`config.mk`:
```
export PLATFORM = sky130hd
export DESIGN_NAME = ntfs_runlist_decoder_unit_flat
export DESIGN_NICKNAME = d
export VERILOG_FILES = /design/src/design/ntfsrl_pkg.sv /design/src/design/ntfsrl_in_if.sv /design/src/design/ntfsrl_out_if.sv /design/src/design/ntfsrl_cfg_if.sv /design/src/design/ntfsrl_core.sv /design/src/design/ntfsrl_resq.sv /design/src/design/ntfs_runlist_decoder_unit.sv /design/src/flat_wrapper.sv
export SDC_FILE = /design/constraint.sdc
export NUM_CORES = 2
export LEC_CHECK = 0
export BUFFER_PORTS_ARGS = -buffer_cell sky130_fd_sc_hd__buf_4
export CAP_MARGIN = 30
export CELL_PAD_IN_SITES_DETAIL_PLACEMENT = 2
export CELL_PAD_IN_SITES_GLOBAL_PLACEMENT = 2
export CORE_ASPECT_RATIO = 0.75
export CORE_UTILIZATION = 30
export CTS_CLUSTER_SIZE = 8
export DETAILED_ROUTE_END_ITERATION = 10
export PLACE_DENSITY = 0.72
export SYNTH_ARGS = -nofsm -noshare
export SYNTH_HDL_FRONTEND = slang
export SYNTH_SLANG_ARGS = --single-unit
```
`constraint.sdc`:
```
create_clock -name clk -period 24.3 [get_ports clk]
set_input_delay 3.645 -clock clk [delete_from_list [all_inputs] [get_ports clk]]
set_output_delay 3.645 -clock clk [all_outputs]
set_load 0.03 [all_outputs]
```
`src/design/ntfsrl_pkg.sv`:
```
`default_nettype none

package ntfsrl_pkg;

  localparam int CFG_IDX_W = 8;

  localparam logic [CFG_IDX_W-1:0] REG_START_VCN = CFG_IDX_W'(0);
  localparam logic [CFG_IDX_W-1:0] REG_END_VCN   = CFG_IDX_W'(1);

  localparam logic [3:0] MAX_FIELD_BYTES = 4'd8;

  typedef enum logic [1:0] {
    KIND_RUN     = 2'd0,
    KIND_END     = 2'd1,
    KIND_CORRUPT = 2'd2
  } kind_t;

  typedef enum logic [1:0] {
    PH_HEADER = 2'd0,
    PH_COUNT  = 2'd1,
    PH_DELTA  = 2'd2,
    PH_DONE   = 2'd3
  } phase_t;

  typedef struct packed {
    kind_t       kind;
    logic [63:0] run_vcn;
    logic [63:0] run_clusters;
    logic [63:0] run_lcn;
    logic        is_sparse;
    logic        final_res;
  } result_t;

  typedef struct packed {
    logic [1:0] n;
    result_t    r0;
    result_t    r1;
  } push_t;

  typedef struct packed {
    logic [63:0] start_vcn;
    logic [63:0] end_vcn;
    logic [63:0] end_p1;
    logic        end_max;
  } cfg_t;

  function automatic result_t final_result(input kind_t kind);
    result_t r;
    r = '0;
    r.kind = kind;
    r.final_res = 1'b1;
    return r;
  endfunction

  // The end of a list is corrupt when runs were decoded, the end check is
  // enabled, and the running VCN does not land one past the expected end.
  function automatic kind_t end_kind(input logic any_runs, input cfg_t c,
                                     input logic [63:0] vcn);
    if (any_runs && (c.end_vcn >= c.start_vcn) && (c.end_max || (vcn != c.end_p1))) begin
      return KIND_CORRUPT;
    end
    return KIND_END;
  endfunction

  function automatic logic [63:0] sext_delta(input logic [63:0] d, input logic [3:0] nbytes);
    logic [63:0] r;
    r = d;
    case (nbytes)
      4'd1: r = {{56{d[7]}}, d[7:0]};
      4'd2: r = {{48{d[15]}}, d[15:0]};
      4'd3: r = {{40{d[23]}}, d[23:0]};
      4'd4: r = {{32{d[31]}}, d[31:0]};
      4'd5: r = {{24{d[39]}}, d[39:0]};
      4'd6: r = {{16{d[47]}}, d[47:0]};
      4'd7: r = {{8{d[55]}}, d[55:0]};
      default: r = d;
    endcase
    return r;
  endfunction

endpackage

`default_nettype wire

```
`src/design/ntfsrl_in_if.sv`:
```
`default_nettype none

interface ntfsrl_in_if;
  logic       valid;
  logic       ready;
  logic [7:0] data_byte;
  logic       first_byte;
  logic       last_byte;

  modport source (output valid, output data_byte, output first_byte, output last_byte,
                  input ready);
  modport sink (input valid, input data_byte, input first_byte, input last_byte,
                output ready);
endinterface

`default_nettype wire

```
`src/design/ntfsrl_out_if.sv`:
```
`default_nettype none

interface ntfsrl_out_if;
  logic        valid;
  logic        ready;
  logic [1:0]  kind;
  logic [63:0] run_vcn;
  logic [63:0] run_clusters;
  logic [63:0] run_lcn;
  logic        is_sparse;
  logic        final_res;

  modport source (output valid, output kind, output run_vcn, output run_clusters,
                  output run_lcn, output is_sparse, output final_res, input ready);
  modport sink (input valid, input kind, input run_vcn, input run_clusters,
                input run_lcn, input is_sparse, input final_res, output ready);
endinterface

`default_nettype wire

```
`src/design/ntfsrl_cfg_if.sv`:
```
`default_nettype none

interface ntfsrl_cfg_if;
  logic        valid;
  logic        ready;
  logic [7:0]  index;
  logic [63:0] data;

  modport source (output valid, output index, output data, input ready);
  modport sink (input valid, input index, input data, output ready);
endinterface

`default_nettype wire

```
`src/design/ntfsrl_core.sv`:
```
`default_nettype none

module ntfsrl_core #(
  parameter int MAX_RUNS = 65536
) (
  input  logic             clk,
  input  logic             rst,
  input  logic             accept,
  input  logic [7:0]       data_byte,
  input  logic             first_byte,
  input  logic             last_byte,
  input  ntfsrl_pkg::cfg_t cfg_regs,
  output ntfsrl_pkg::push_t push
);
  import ntfsrl_pkg::*;

  localparam int RT_W = $clog2(MAX_RUNS + 1);

  phase_t      phase, phase_next, ph_e;
  logic [3:0]  bytes_left, bytes_left_next, bl_e, bl_dec;
  logic [3:0]  off_bytes, off_bytes_next;
  logic [2:0]  byte_index, byte_index_next, bi_e, bi_inc;
  logic [63:0] assembled_count, assembled_count_next, cnt_e, cnt_sh, cnt_use;
  logic [63:0] assembled_delta, assembled_delta_next, dlt_e, dlt_sh, dlt_use;
  logic [63:0] running_vcn, running_vcn_next, rv_e;
  logic [63:0] running_lcn, running_lcn_next, rl_e;
  logic [RT_W-1:0] run_total, run_total_next, rt_e, rt_inc;

  logic [63:0] byte_sh, d_ext;
  logic [64:0] lsum, vsum;
  logic        sparse, lcn_bad, run_bad, complete;
  logic [3:0]  len_sz, off_sz;

  // A first byte restarts the list before the byte itself is decoded.
  assign ph_e  = first_byte ? PH_HEADER : phase;
  assign bl_e  = first_byte ? 4'd0 : bytes_left;
  assign bi_e  = first_byte ? 3'd0 : byte_index;
  assign cnt_e = first_byte ? 64'd0 : assembled_count;
  assign dlt_e = first_byte ? 64'd0 : assembled_delta;
  assign rv_e  = first_byte ? cfg_regs.start_vcn : running_vcn;
  assign rl_e  = first_byte ? 64'd0 : running_lcn;
  assign rt_e  = first_byte ? '0 : run_total;

  assign len_sz  = data_byte[3:0];
  assign off_sz  = data_byte[7:4];
  assign byte_sh = 64'(data_byte) << {bi_e, 3'b000};
  assign cnt_sh  = cnt_e | byte_sh;
  assign dlt_sh  = dlt_e | byte_sh;
  assign bl_dec  = bl_e - 4'd1;
  assign bi_inc  = bi_e + 3'd1;
  assign cnt_use = (ph_e == PH_COUNT) ? cnt_sh : cnt_e;
  assign dlt_use = (ph_e == PH_DELTA) ? dlt_sh : dlt_e;

  assign sparse  = (off_bytes == 4'd0);
  assign d_ext   = sext_delta(dlt_use, off_bytes);
  assign lsum    = {1'b0, rl_e} + {1'b0, d_ext};
  assign vsum    = {1'b0, rv_e} + {1'b0, cnt_use};
  // A negative delta underflows exactly when the sum produces no carry.
  assign lcn_bad = !sparse && (d_ext[63] ? !lsum[64] : lsum[64]);
  assign run_bad = lcn_bad || vsum[64] || (rt_e >= RT_W'(MAX_RUNS));
  assign rt_inc  = rt_e + RT_W'(1);

  always_comb begin
    phase_next           = ph_e;
    bytes_left_next      = bl_e;
    off_bytes_next       = off_bytes;
    byte_index_next      = bi_e;
    assembled_count_next = cnt_e;
    assembled_delta_next = dlt_e;
    running_vcn_next     = rv_e;
    running_lcn_next     = rl_e;
    run_total_next       = rt_e;
    push                 = '0;
    complete             = 1'b0;

    unique case (ph_e)
      PH_HEADER: begin
        if (data_byte == 8'd0) begin
          push.n     = 2'd1;
          push.r0    = final_result(end_kind(rt_e != '0, cfg_regs, rv_e));
          phase_next = PH_DONE;
        end else if (len_sz == 4'd0 || len_sz > MAX_FIELD_BYTES ||
                     off_sz > MAX_FIELD_BYTES) begin
          push.n     = 2'd1;
          push.r0    = final_result(KIND_CORRUPT);
          phase_next = PH_DONE;
        end else begin
          off_bytes_next       = off_sz;
          byte_index_next      = 3'd0;
          bytes_left_next      = len_sz;
          assembled_count_next = 64'd0;
          assembled_delta_next = 64'd0;
          phase_next           = PH_COUNT;
          if (last_byte) begin
            push.n     = 2'd1;
            push.r0    = final_result(KIND_CORRUPT);
            phase_next = PH_DONE;
          end
        end
      end
      PH_COUNT: begin
        assembled_count_next = cnt_sh;
        byte_index_next      = bi_inc;
        bytes_left_next      = bl_dec;
        if (bl_dec == 4'd0 && cnt_sh == 64'd0) begin
          push.n     = 2'd1;
          push.r0    = final_result(KIND_CORRUPT);
          phase_next = PH_DONE;
        end else if (bl_dec == 4'd0 && sparse) begin
          complete = 1'b1;
        end else begin
          if (bl_dec == 4'd0) begin
            phase_next      = PH_DELTA;
            byte_index_next = 3'd0;
            bytes_left_next = off_bytes;
          end
          if (last_byte) begin
            push.n     = 2'd1;
            push.r0    = final_result(KIND_CORRUPT);
            phase_next = PH_DONE;
          end
        end
      end
      PH_DELTA: begin
        assembled_delta_next = dlt_sh;
        byte_index_next      = bi_inc;
        bytes_left_next      = bl_dec;
        if (bl_dec == 4'd0) begin
          complete = 1'b1;
        end else if (last_byte) begin
          push.n     = 2'd1;
          push.r0    = final_result(KIND_CORRUPT);
          phase_next = PH_DONE;
        end
      end
      PH_DONE: begin
      end
      default: begin
      end
    endcase

    if (complete) begin
      if (run_bad) begin
        push.n     = 2'd1;
        push.r0    = final_result(KIND_CORRUPT);
        phase_next = PH_DONE;
      end else begin
        running_vcn_next = vsum[63:0];
        if (!sparse) begin
          running_lcn_next = lsum[63:0];
        end
        run_total_next          = rt_inc;
        phase_next              = PH_HEADER;
        push.n                  = 2'd1;
        push.r0                 = '0;
        push.r0.kind            = KIND_RUN;
        push.r0.run_vcn         = rv_e;
        push.r0.run_clusters    = cnt_use;
        push.r0.run_lcn         = sparse ? 64'd0 : lsum[63:0];
        push.r0.is_sparse       = sparse;
        if (last_byte) begin
          push.n     = 2'd2;
          push.r1    = final_result(end_kind(1'b1, cfg_regs, vsum[63:0]));
          phase_next = PH_DONE;
        end
      end
    end

    if (!accept) begin
      push = '0;
    end
  end

  always_ff @(posedge clk) begin
    if (rst) begin
      phase           <= PH_HEADER;
      bytes_left      <= 4'd0;
      off_bytes       <= 4'd0;
      byte_index      <= 3'd0;
      assembled_count <= 64'd0;
      assembled_delta <= 64'd0;
      running_vcn     <= 64'd0;
      running_lcn     <= 64'd0;
      run_total       <= '0;
    end else if (accept) begin
      phase           <= phase_next;
      bytes_left      <= bytes_left_next;
      off_bytes       <= off_bytes_next;
      byte_index      <= byte_index_next;
      assembled_count <= assembled_count_next;
      assembled_delta <= assembled_delta_next;
      running_vcn     <= running_vcn_next;
      running_lcn     <= running_lcn_next;
      run_total       <= run_total_next;
    end
  end

endmodule

`default_nettype wire

```
`src/design/ntfsrl_resq.sv`:
```
`default_nettype none

module ntfsrl_resq (
  input  logic                 clk,
  input  logic                 rst,
  input  ntfsrl_pkg::push_t    push,
  input  logic                 pop,
  output ntfsrl_pkg::result_t  head,
  output logic                 head_valid,
  output logic                 room
);
  import ntfsrl_pkg::*;

  result_t    q [4];
  result_t    q_next [4];
  logic [2:0] count, count_pop, count_next;

  assign count_pop  = count - {2'b00, pop};
  assign count_next = count_pop + {1'b0, push.n};
  assign head       = q[0];
  assign head_valid = (count != 3'd0);
  // Two free entries cover the worst case of one byte.
  assign room       = (count <= 3'd2);

  always_comb begin
    for (int i = 0; i < 3; i++) begin
      q_next[i] = pop ? q[i + 1] : q[i];
    end
    q_next[3] = q[3];
    for (int i = 0; i < 4; i++) begin
      if (push.n != 2'd0 && 3'(i) == count_pop) begin
        q_next[i] = push.r0;
      end
      if (push.n == 2'd2 && 3'(i) == count_pop + 3'd1) begin
        q_next[i] = push.r1;
      end
    end
  end

  always_ff @(posedge clk) begin
    if (rst) begin
      count <= 3'd0;
    end else begin
      count <= count_next;
    end
  end

  always_ff @(posedge clk) begin
    for (int i = 0; i < 4; i++) begin
      q[i] <= q_next[i];
    end
  end

endmodule

`default_nettype wire

```
`src/design/ntfs_runlist_decoder_unit.sv`:
```
`default_nettype none

// Channel   Role  Payload                                              Transaction
// runlist   sink  data_byte, first_byte, last_byte                     valid & ready
// result    src   kind, run_vcn, run_clusters, run_lcn, is_sparse,     valid & ready
//                 final_res
// cfg       sink  index, data                                          valid & ready
//
// One run list byte is decoded per cycle while runlist.ready is high; a byte's
// results reach the result queue on the edge that takes the byte; the result
// channel shows the queue head. The queue holds four results, and runlist.ready
// is low only while fewer than two entries are free. The cfg channel is always
// ready. Reset clears the decode state, the queue and both registers.

module ntfs_runlist_decoder_unit #(
  parameter int MAX_RUNS = 65536
) (
  input  logic          clk,
  input  logic          rst,
  ntfsrl_in_if.sink     runlist,
  ntfsrl_out_if.source  result,
  ntfsrl_cfg_if.sink    cfg
);
  import ntfsrl_pkg::*;

  cfg_t    cfg_regs;
  push_t   push;
  result_t head;
  logic    head_valid, room, accept, pop;

  assign cfg.ready     = 1'b1;
  assign runlist.ready = room;
  assign accept        = runlist.valid && room;
  assign pop           = head_valid && result.ready;

  always_ff @(posedge clk) begin
    if (rst) begin
      cfg_regs.start_vcn <= 64'd0;
      cfg_regs.end_vcn   <= 64'd0;
      cfg_regs.end_p1    <= 64'd1;
      cfg_regs.end_max   <= 1'b0;
    end else if (cfg.valid) begin
      if (cfg.index == REG_START_VCN) begin
        cfg_regs.start_vcn <= cfg.data;
      end
      if (cfg.index == REG_END_VCN) begin
        cfg_regs.end_vcn <= cfg.data;
        cfg_regs.end_p1  <= cfg.data + 64'd1;
        cfg_regs.end_max <= &cfg.data;
      end
    end
  end

  ntfsrl_core #(
    .MAX_RUNS(MAX_RUNS)
  ) u_core (
    .clk        (clk),
    .rst        (rst),
    .accept     (accept),
    .data_byte  (runlist.data_byte),
    .first_byte (runlist.first_byte),
    .last_byte  (runlist.last_byte),
    .cfg_regs   (cfg_regs),
    .push       (push)
  );

  ntfsrl_resq u_resq (
    .clk        (clk),
    .rst        (rst),
    .push       (push),
    .pop        (pop),
    .head       (head),
    .head_valid (head_valid),
    .room       (room)
  );

  assign result.valid        = head_valid;
  assign result.kind         = head.kind;
  assign result.run_vcn      = head.run_vcn;
  assign result.run_clusters = head.run_clusters;
  assign result.run_lcn      = head.run_lcn;
  assign result.is_sparse    = head.is_sparse;
  assign result.final_res    = head.final_res;

endmodule

`default_nettype wire
```
`src/flat_wrapper.sv`:
```
// flat-port wrapper written by rule: the top's interface ports become plain ports
module ntfs_runlist_decoder_unit_flat import ntfsrl_pkg::*;
#(
  parameter int MAX_RUNS = 65536
)
  (clk, rst, runlist_valid, runlist_data_byte, runlist_first_byte, runlist_last_byte, runlist_ready, result_valid, result_kind, result_run_vcn, result_run_clusters, result_run_lcn, result_is_sparse, result_final_res, result_ready, cfg_valid, cfg_index, cfg_data, cfg_ready);
  ntfsrl_in_if runlist_i ();
  ntfsrl_out_if result_i ();
  ntfsrl_cfg_if cfg_i ();
  input  logic clk;
  input  logic rst;
  input wire logic [$bits(runlist_i.valid)-1:0] runlist_valid;
  input wire logic [$bits(runlist_i.data_byte)-1:0] runlist_data_byte;
  input wire logic [$bits(runlist_i.first_byte)-1:0] runlist_first_byte;
  input wire logic [$bits(runlist_i.last_byte)-1:0] runlist_last_byte;
  output wire logic [$bits(runlist_i.ready)-1:0] runlist_ready;
  output wire logic [$bits(result_i.valid)-1:0] result_valid;
  output wire logic [$bits(result_i.kind)-1:0] result_kind;
  output wire logic [$bits(result_i.run_vcn)-1:0] result_run_vcn;
  output wire logic [$bits(result_i.run_clusters)-1:0] result_run_clusters;
  output wire logic [$bits(result_i.run_lcn)-1:0] result_run_lcn;
  output wire logic [$bits(result_i.is_sparse)-1:0] result_is_sparse;
  output wire logic [$bits(result_i.final_res)-1:0] result_final_res;
  input wire logic [$bits(result_i.ready)-1:0] result_ready;
  input wire logic [$bits(cfg_i.valid)-1:0] cfg_valid;
  input wire logic [$bits(cfg_i.index)-1:0] cfg_index;
  input wire logic [$bits(cfg_i.data)-1:0] cfg_data;
  output wire logic [$bits(cfg_i.ready)-1:0] cfg_ready;
  assign runlist_i.valid = runlist_valid;
  assign runlist_i.data_byte = runlist_data_byte;
  assign runlist_i.first_byte = runlist_first_byte;
  assign runlist_i.last_byte = runlist_last_byte;
  assign runlist_ready = runlist_i.ready;
  assign result_valid = result_i.valid;
  assign result_kind = result_i.kind;
  assign result_run_vcn = result_i.run_vcn;
  assign result_run_clusters = result_i.run_clusters;
  assign result_run_lcn = result_i.run_lcn;
  assign result_is_sparse = result_i.is_sparse;
  assign result_final_res = result_i.final_res;
  assign result_i.ready = result_ready;
  assign cfg_i.valid = cfg_valid;
  assign cfg_i.index = cfg_index;
  assign cfg_i.data = cfg_data;
  assign cfg_ready = cfg_i.ready;
  ntfs_runlist_decoder_unit #(.MAX_RUNS(MAX_RUNS)) u_core (.clk(clk), .rst(rst), .runlist(runlist_i), .result(result_i), .cfg(cfg_i));
endmodule
```
==> impl_results.md <==
* Drt drc at around 90
* Max-Cap Viols at 0
* Sequential fraction of the synthesis area at between 30% and 40%
* Gate Count Post-Synth at between 9000 and 10000
* DIE HEIGHT at about 420 µm
* Die area at about 230000 µm²
* Async S/R FF share, synth at 0%
* Slew @ Worst Pin at approximately 1.2 ns
* Post-CTS Hold Buffers at 0
* Crit path required time at around 25 ns
* Slew margin rel. at a little over a fifth
* Num CTS Buffers at about 190
* Largest area contributor in the netlist: dfxtp_1
* Post-CTS Resized at 0
* Min Hold Slack at between 0.4 and 0.5 ns
* Min-delay worst type: register to register
* Post-Route WL at around 360 mm
* Buffers on Ports at 284
* Starting Density at around 30%
* Vias/cell at 5.80
* CP Class: primary input to register
* Critical path's largest stage delay at around 0.9 ns
* Max Freq at 73.1 MHz
* Final clock skew at just under 0.09 ns
* Arrival @ worst endpoint at around 14 ns
* Synth top area share at a little over a third
* Synth Flop Type: dfxtp_1
* CTS tree: yes
* Post-CTS Setup Inserts at 0
* Yosys warning total at 0
* Net Count, Synth at 10100
* Crit path time final at roughly 14 ns
* Final ANT Viol Nets at 0
* Total vias in the final route at approximately 74000
* Seq cells post-synth at 1266
* CP dominant cell by count: buf_4
* GR Overflow Total at 0
* First-pass GRT wire length at 525 mm
* Commonest non-fill, non-tap cell in the layout: nand2_1
* Layout cell share with drive strength beyond 1 at 8.27%
* Startpoint Class: primary input
* Max Slew Vio Count at 0
* Post-Syn Area at ~70000 µm²
* Failing checks: design-rule violations
* Htree depth at 4
* Pwr per Cell Area at about 95 nW/µm²
* Avg Cell Area, Syn at 7.11 µm²
* Die width at about 560 µm
* Final #Nets at ~10000
* EDFF count, synth at 12
* Antenna violations before repair at 28
* Final setup vio count at 0
* Max clock buf depth at 4
* RSZ-0062 raised after global routing: no
* WL/cell at around 28 µm
* Hold Vio Cnt, Final at 0
* Rows at between 150 and 200
* Detail Placement HPWL at between 200 and 300 mm
* Vias in the first global route at between 70000 and 80000
* Final period util at between 50% and 60%
* Clock transition at the registers of the reported paths at 0.05 ns
* Setup TNS at 0 ns
* Worst IR Drop VDD at ~0.057 mV
* Netlist cell types at roughly 100
* Slowest-stage cell, CP: buf_4
* Total GRT Usage at 29.7%
* Run status: finished, violations left
* Most frequent cells in the layout: nand2_1 (2234), dfxtp_1 (1253), nor2_1 (1105)
* Synth-to-Final Area Change at 13.7%
* Leakage at 30.9 nW
* IO Pins at about 290
* Core area at around 230000 µm²
* Cell Area, Placed at 74300 µm²
* Area contributors post-synth: dfxtp_1 (36%), nand2_1 (12%), a21oi_1 (7.4%)
* Worst skew pair latency at 0.90 ns
* Drt pass-1 iters at 9
* Post-route cell area at around 79000 µm²
* Largest net degree at the start of global routing at between 150 and 200
* Clk root buf: clkbuf_16
* CP Max Fanout at 84
* Global placer's final weighted congestion at between 1 and 1.5
* R2r setup slk at ~14 ns
* Clk sinks at around 1300
* DRT iter0 DRCs at about 7000
* CP Capture Type: register
-- area by class of cell --
cell class	count	area [µm²]
fillers	26900	152000
multi-input cells	7650	40900
flip-flops and latches	1266	25500
clock buffers	198	4740
well taps	3100	3880
repair buffers	448	3650
inverters	158	602
clock inverters	10	191
diodes	13	32.5
-- critical path: cells and delay by family --
family	cells	cell delay, ns
buffers and inverters	9	3.79
AO/OA/AOI/OAI	11	3.46
AND/OR/NAND/NOR	9	2.52
adder cells (fa/ha/maj)	2	0.68
-- final timing paths --
path | startpoint | endpoint | depth (start not counted)
min reg2reg | u_core.u_resq.q[3][57] | u_core.u_resq.q[3][57] | 2
min | u_core.u_resq.q[3][57] | u_core.u_resq.q[3][57] | 2
max | runlist_first_byte | u_core.u_resq.q[3][194] | 31
max reg2reg | u_core.u_core.byte_index[1] | u_core.u_resq.q[3][194] | 27
-- flip-flops by register name, indices dropped and copies added (netlist names), 17 cells and up --
name / flops
u_core.u_resq.q: 784
u_core.cfg_regs: 193
u_core.u_core.assembled_count: 64
u_core.u_core.assembled_delta: 64
u_core.u_core.running_lcn: 64
u_core.u_core.running_vcn: 64
u_core.u_core.run_total: 17
-- logic make-up after synthesis --
logic type | Yosys count | share of synthesized area, %
AO/OA/AOI/OAI | 2492 | 21.1
AND/OR/NAND/NOR | 4563 | 28.1
flip-flops | 1266 | 36.4
adder cells (fa/ha/maj) | 209 | 3.77
XOR/XNOR | 300 | 3.86
buffers and inverters | 908 | 5.38
multiplexers | 85 | 1.33
other | 1 | 0.00537
-- power by group --
part,switching (mW),internal [mW]
clock,1.00,1.38
sequential,0.211,2.43
combinational,1.81,0.740
total,3.02,4.55
-- Yosys cell counts (all sizes together), types with 55 or more instances --
cell,count
nor3,126
ha,205
a21oi,1030
and3,73
xnor2,167
mux2,63
nand2,2242
dfxtp,1254
and2,138
a31oi,142
a21o,57
o21ai,633
a211oi,115
nor2b,118
nand4,96
nor2,1112
xor2,128
nor4,55
o21a,92
buf,231
clkbuf,519
nand3,460
a22oi,153
inv,156
-- through the flow --
step	util [%]	instances	total power, mW	worst slack [ns]
after global routing	34.3	12800	7.97	10.34
after floorplan	-	9824	4.25	14.00
after CTS	34.2	12800	7.60	10.97
after global placement	31.9	12600	5.02	9.83
after detailed placement	32.1	12600	5.18	10.11
final	34.3	12800	7.57	10.62
-- layer usage --
layer  routed length, µm  GRT usage, %  part of all wire (%)
met3               27000          6.43                   7.5
met4                8290          6.77                   2.3
met1              181000          44.8                    50
met5                 299         0.676                 0.083
met2              145000          42.2                    40
Note: power is estimated with default switching activity, not from simulation.
